===== src/rtl/edtp_pkg.sv =====
// edtp_pkg: shared widths, constants and codes of the departure-time pacer
// no dependencies; imported by every other file of the block but edtp_ram
`timescale 1ns / 1ps

package edtp_pkg;

  // payload field widths
  localparam int unsigned FLOW_IDX_W = 8;
  localparam int unsigned RATE_W     = 32;
  localparam int unsigned LEN_W      = 16;
  localparam int unsigned TIME_W     = 64;
  localparam int unsigned HOR_W      = 32;
  localparam int unsigned VERDICT_W  = 2;

  // configuration port
  localparam int unsigned CFG_IDX_W  = 1;
  localparam int unsigned CFG_DATA_W = HOR_W;

  // gap arithmetic: length * 1e9 fits in LEN_W + NS_W bits
  localparam int unsigned NS_W  = 30;
  localparam int unsigned DVD_W = LEN_W + NS_W;
  localparam logic [NS_W-1:0] NS_PER_SECOND = NS_W'(1000000000);

  localparam logic [HOR_W-1:0] DROP_HORIZON_RESET = HOR_W'(2000000000);
  localparam logic [HOR_W-1:0] MARK_HORIZON_RESET = HOR_W'(500000000);

  localparam int unsigned FLOW_COUNT_DEF = 256;

  typedef enum logic [VERDICT_W-1:0] {
    VERDICT_PASS  = 2'd0,
    VERDICT_PACED = 2'd1,
    VERDICT_DROP  = 2'd2
  } verdict_e;

  typedef enum logic [CFG_IDX_W-1:0] {
    CFG_DROP_HORIZON = 1'b0,
    CFG_MARK_HORIZON = 1'b1
  } cfg_idx_e;

  // controller to datapath
  typedef struct packed {
    logic accept;
    logic clear_step;
    logic load;
    logic div_step;
    logic sum;
    logic compare;
    logic finish;
  } dp_cmd_t;

  // datapath to controller
  typedef struct packed {
    logic bypass_in;
    logic clear_last;
    logic div_last;
    logic out_busy;
  } dp_sts_t;

endpackage


===== src/rtl/edtp_ctrl.sv =====
// edtp_ctrl: sequencing state machine of the pacer
// depends on edtp_pkg for command and status structs
`timescale 1ns / 1ps

module edtp_ctrl import edtp_pkg::*; (
  input  logic    clk_i,
  input  logic    rst_ni,
  input  logic    in_valid_i,
  output logic    in_ready_o,
  input  dp_sts_t sts_i,
  output dp_cmd_t cmd_o
);

  typedef enum logic [6:0] {
    ST_CLEAR  = 7'b0000001,
    ST_IDLE   = 7'b0000010,
    ST_LOAD   = 7'b0000100,
    ST_DIV    = 7'b0001000,
    ST_SUM    = 7'b0010000,
    ST_CMP    = 7'b0100000,
    ST_FINISH = 7'b1000000
  } state_e;

  state_e state_q, state_d;

  always_comb begin
    state_d    = state_q;
    cmd_o      = '0;
    in_ready_o = 1'b0;
    case (state_q)
      ST_CLEAR: begin
        cmd_o.clear_step = 1'b1;
        if (sts_i.clear_last) begin
          state_d = ST_IDLE;
        end
      end
      ST_IDLE: begin
        in_ready_o = 1'b1;
        if (in_valid_i) begin
          cmd_o.accept = 1'b1;
          state_d      = sts_i.bypass_in ? ST_FINISH : ST_LOAD;
        end
      end
      ST_LOAD: begin
        cmd_o.load = 1'b1;
        state_d    = ST_DIV;
      end
      ST_DIV: begin
        cmd_o.div_step = 1'b1;
        if (sts_i.div_last) begin
          state_d = ST_SUM;
        end
      end
      ST_SUM: begin
        cmd_o.sum = 1'b1;
        state_d   = ST_CMP;
      end
      ST_CMP: begin
        cmd_o.compare = 1'b1;
        state_d       = ST_FINISH;
      end
      ST_FINISH: begin
        // wait for room in the output register
        if (!sts_i.out_busy) begin
          cmd_o.finish = 1'b1;
          state_d      = ST_IDLE;
        end
      end
      default: begin
        state_d = ST_IDLE;
      end
    endcase
  end

  always_ff @(posedge clk_i or negedge rst_ni) begin
    if (!rst_ni) begin
      state_q <= ST_CLEAR;
    end else begin
      state_q <= state_d;
    end
  end

endmodule


===== config.mk =====
export PLATFORM = sky130hd
export DESIGN_NAME = edtp_ctrl
export DESIGN_NICKNAME = d
export VERILOG_FILES = /design/src/rtl/edtp_pkg.sv /design/src/rtl/edtp_ctrl.sv
export SDC_FILE = /design/constraint.sdc
export NUM_CORES = 1
export LEC_CHECK = 0
export ABC_CLOCK_PERIOD_IN_PS = 1700
export BUFFER_PORTS_ARGS = -buffer_cell sky130_fd_sc_hd__buf_4
export CORE_AREA = 2 2 39 41
export CTS_CLUSTER_DIAMETER = 80
export DETAILED_ROUTE_END_ITERATION = 8
export DIE_AREA = 0 0 41 43
export GPL_ROUTABILITY_DRIVEN = 0
export SLEW_MARGIN = 20
export SYNTH_ARGS = -nofsm -noshare
export SYNTH_HDL_FRONTEND = slang
export SYNTH_SLANG_ARGS = --single-unit

===== constraint.sdc =====
create_clock -name clk_i -period 1.7 [get_ports clk_i]
set_input_delay 0.085 -clock clk_i [delete_from_list [all_inputs] [get_ports clk_i]]
set_output_delay 0.085 -clock clk_i [all_outputs]
set_load 0.005 [all_outputs]

# Word-level counts from Yosys, hierarchy flattened
# Cells that the tools add are included.
# word_totals
elab_cells,29
reg_bits,7
# op_classes
n_eq_ne,11
n_mux,16
n_reduce_logical,1
# op_table
cell,count
7-bit case mux with 7 select lines,1
7-bit 2-to-1 mux,5
1-bit 2-to-1 mux,10
"2-bit inequality test, second input constant",4
"7-bit by 1-bit equality test with 1-bit output, second input constant",1
"7-bit by 2-bit equality test with 1-bit output, second input constant",1
"7-bit by 3-bit equality test with 1-bit output, second input constant",1
"7-bit by 4-bit equality test with 1-bit output, second input constant",1
"7-bit by 5-bit equality test with 1-bit output, second input constant",1
"7-bit by 6-bit equality test with 1-bit output, second input constant",1
"7-bit equality test, second input constant",1
4-bit AND reduction,1

# Longest topological paths before layout
# depth
word_depth,3
depth_mapped,4
ltp_nobuf,4

# Worst setup path before layout
# OpenSTA, ideal clock, no wires.
# synth_path
path_type,reg2reg
startpoint,reg state_q[0]
endpoint,reg state_q[1]
setup_ns,0.124
arrival_ns,1.072
stages_incl_launch_ff,5
n_path_buf,0
slack_ns,0.504
required_time_ns,1.576
cell_sequence,dfstp_2 -> nor2_2 -> and4b_4 -> and2b_1 -> o21bai_1
# synth_via
elab_chain_len,3
word_cells_on_any_way,13
# synth_lines
element,line,text
"start, declared",edtp_ctrl.sv:24,"state_e state_q, state_d;"
"start signal, assigned",edtp_ctrl.sv:79,state_q <= state_d;
7-bit by 1-bit equality test with 1-bit output (tied with other cells),edtp_ctrl.sv:30,case (state_q)
2-bit inequality test (no source line),--,
4-bit AND reduction (no source line),--,
# Several ways; a longest one is shown, not always the timed one.
# A chain may end at the register's enable or synchronous reset.

==> metrics.yaml <==
worstReg2RegStart: "state_q[4]"
cts.path.max_buffers: 2
design.portCount: 15
cell_with_the_largest_stage_delay_on_the_worst_path: "dfrtp_1"
critPathMaxFanout: 6
vias: 417
num_rows: 14
holdCritStartpoint: "sts_i[3]"
net-switching-power_mw: 0.2734
clkPwrFrac_pct: 19.8
gr-total-overflow: 0
synthesis.nets: 54
tritoncts_num_sinks: 7
number_of_global_route_vias_before_repair: 378
hold_violation_count_in_the_final_report: 0
critical_path_arrival_ns: 1.46
timing.critical_path.cells: "nor3_4, nand2_1, nor3b_1, buf_4"
fin_crit_ns: 1.543
layout_commonest_cell: "buf_4"
postSynthCellCount: 47
synth.lib_cells_used.distinct: 30
antenna_violating_nets_post_route: 0
internal_power_mw: 0.4864
async_s_r_ff_share_synth_pct: 100.0
post_cts_resized: 0
p_comb_share_pct: 47.8
postLayoutCoreUtil_pct: 44.57
timing.final.ws_setup_ns: 0.1569
rsz0062_at_grt: "no"
initial_utilization_pct: 32.73
switching_share_pct: 35.99
power-per-cell-area_mw_per_mm2: 1232
cts_buffers: 3
synth_area_um2: 452.9
registers_with_the_most_flip_flops: "state_q x7"
cts_tree: "done"
final.setup.tns_ns: 0
clock.fmax_mhz: 648.1
grt_max_degree: 8
layout.cells.non_filler: 82
die_height_um: 43
avgSynthCellArea_um2: 9.637
largest_register_ff_count: 7
critPathRequiredTime_ns: 1.62
cts.root.buffer_cell: "clkbuf_4"
grt_antenna_before_repair: 0
tightest_slew_ns: 0.2719
path_buf_inv: 1
predominant_post_synthesis_flop_cell: "dfrtp_1"
dpl.cell_count: 76
worst_setup_path_start_kind: "flop"
post-route-drc-count: 0
port_buffers: 14
grtUsageTotal_pct: 12.97
synth-warning-count: 0
grt_pass1_wl_mm: 1.511
h-tree-depth: 1
slew_headroom_pct: 81.80
maxSlewViolCount: 0
seq_power_share_pct: 32.4
timing.final.crit_share_pct: 90.77
die_x_um: 41
final-setup-viol-count: 0
coreArea_mm2: 0.001384
clock_skew_after_layout_ns: 0.002893
detailedPlacementHpwl_um: 752.6
drive_above_1_share_pct: 36.36
number_of_nets_in_the_layout: 74
yosysSeqAreaShare_pct: 38.95
static-leakage-power_nw: 0.2948
total_power_mw: 0.7598
post_place_worst_slack_ns: 0.4085
max_incr_delay_on_cp_ns: 0.45
vdd_ir_drop_max_mv: 0.6097
end_kind: "output port"
layout_common_cells: "buf_4 (14), dfrtp_1 (6), nor2_1 (5)"
cpLargestDelayFamily: "simple AND/OR/NAND/NOR gates"
synthToLayoutAreaGrowth_pct: 36.19
critPathKind: "flop to output port"
avgRoutedWirePerCell_um: 10.72
die-area_mm2: 0.001763
insertedDiodeCount: 0
post-cts-setup-buffers: 0
timing.max_cap.violations: 0
wl_um: 879
ys_ff_latch: 7
run_status: "finished, final reports clean"
clock_latency_at_the_later_pin_of_the_worst_skew_pair_ns: 0.25
cts_clk_pin_slew_worst_paths_ns: 0.05
vias_per_cell: 5.085
min-delay-path-class: "primary input to flop"
worstSetupStartpoint: "state_q[4]"
top_register: "state_q"
drt-pass1-iter-count: 3
drtIter0Drc: 2
synth_enable_flop_cells: 0
==> power by group through the flow <==
stage | logic [mW] | clock network [mW] | registers, mW
6_report | 0.363 | 0.150 | 0.246
5_1_grt | 0.407 | 0.160 | 0.254
4_1_cts | 0.370 | 0.153 | 0.247
3_5_place_dp | 0.365 | 0 | 0.249
3_3_place_gp | 0.365 | 0 | 0.249
2_1_floorplan | 0.257 | 0 | 0.240
==> synth_stat cells (2+ instances only) <==
library cell | count | area share (%)
nand2b_1 | 2 | 2.8
and2b_1 | 3 | 5.0
nor2b_1 | 2 | 2.8
and4_1 | 2 | 3.9
nand2_1 | 2 | 1.7
nor2_1 | 5 | 4.1
a21oi_1 | 2 | 2.2
dfrtp_1 | 6 | 33
o21ai_0 | 2 | 2.2
==> metrics by stage <==
step	hold WS (ns)	cell area [µm²]
after floorplan	-0.2106	452.9
after global placement	-0.09708	570.5
after detailed placement	-0.09873	570.5
after CTS	0.1160	616.8
after global routing	0.1256	616.8
final	0.1152	616.8
==> what timing repair did <==
item	4_1_cts	5_1_grt
hold buffers	2	0
endpoints found under the setup margin	0	0
endpoints found under the hold margin	8	0
==> path summary, 6_finish.rpt <==
path / endpoint / slack, ns / cells after the start
setup reg to reg: state_q[1] / 0.43 / 4
min in group asynchronous: state_q[2] / 0.18 / 2
max in group asynchronous: state_q[0] / 1.31 / 2
setup / recovery: cmd_o[0] / 0.16 / 4
hold reg to reg: state_q[0] / 0.54 / 2
hold / removal: state_q[2] / 0.12 / 2
==> logic make-up (layout without fill, tap and decap cells) <==
kind of cell / Yosys count / in the layout / share of synthesized area, %
AND/OR/NAND/NOR: 27 / 27 / 41.44
AO/OA/AOI/OAI: 10 / 10 / 15.19
flip-flops: 7 / 7 / 38.95
buffers and inverters: 2 / 21 / 2.486
XOR/XNOR: 1 / 1 / 1.934
==> routing by layer <==
layer | part of all wire (%) | wire, µm | up-vias | global-route usage [%]
met5 | 0 | 0 | - | 0
met4 | 0.91 | 8 | 0 | 8.000
met3 | 3.1 | 27 | 2 | 3.141
met2 | 54 | 477 | 9 | 20.94
met1 | 42 | 365 | 197 | 14.24
li1 | - | - | 209 | -
==> area by class of cell <==
cell class / count / area, µm²
Fill cell: 134 / 767.0
Inverter: 1 / 3.754
Sequential cell: 7 / 176.4
Tap cell: 16 / 20.02
Multi-Input combinational cell: 38 / 265.3
Clock buffer: 4 / 26.28
Timing Repair Buffer: 16 / 125.1
(Power assumes the default switching activity.)
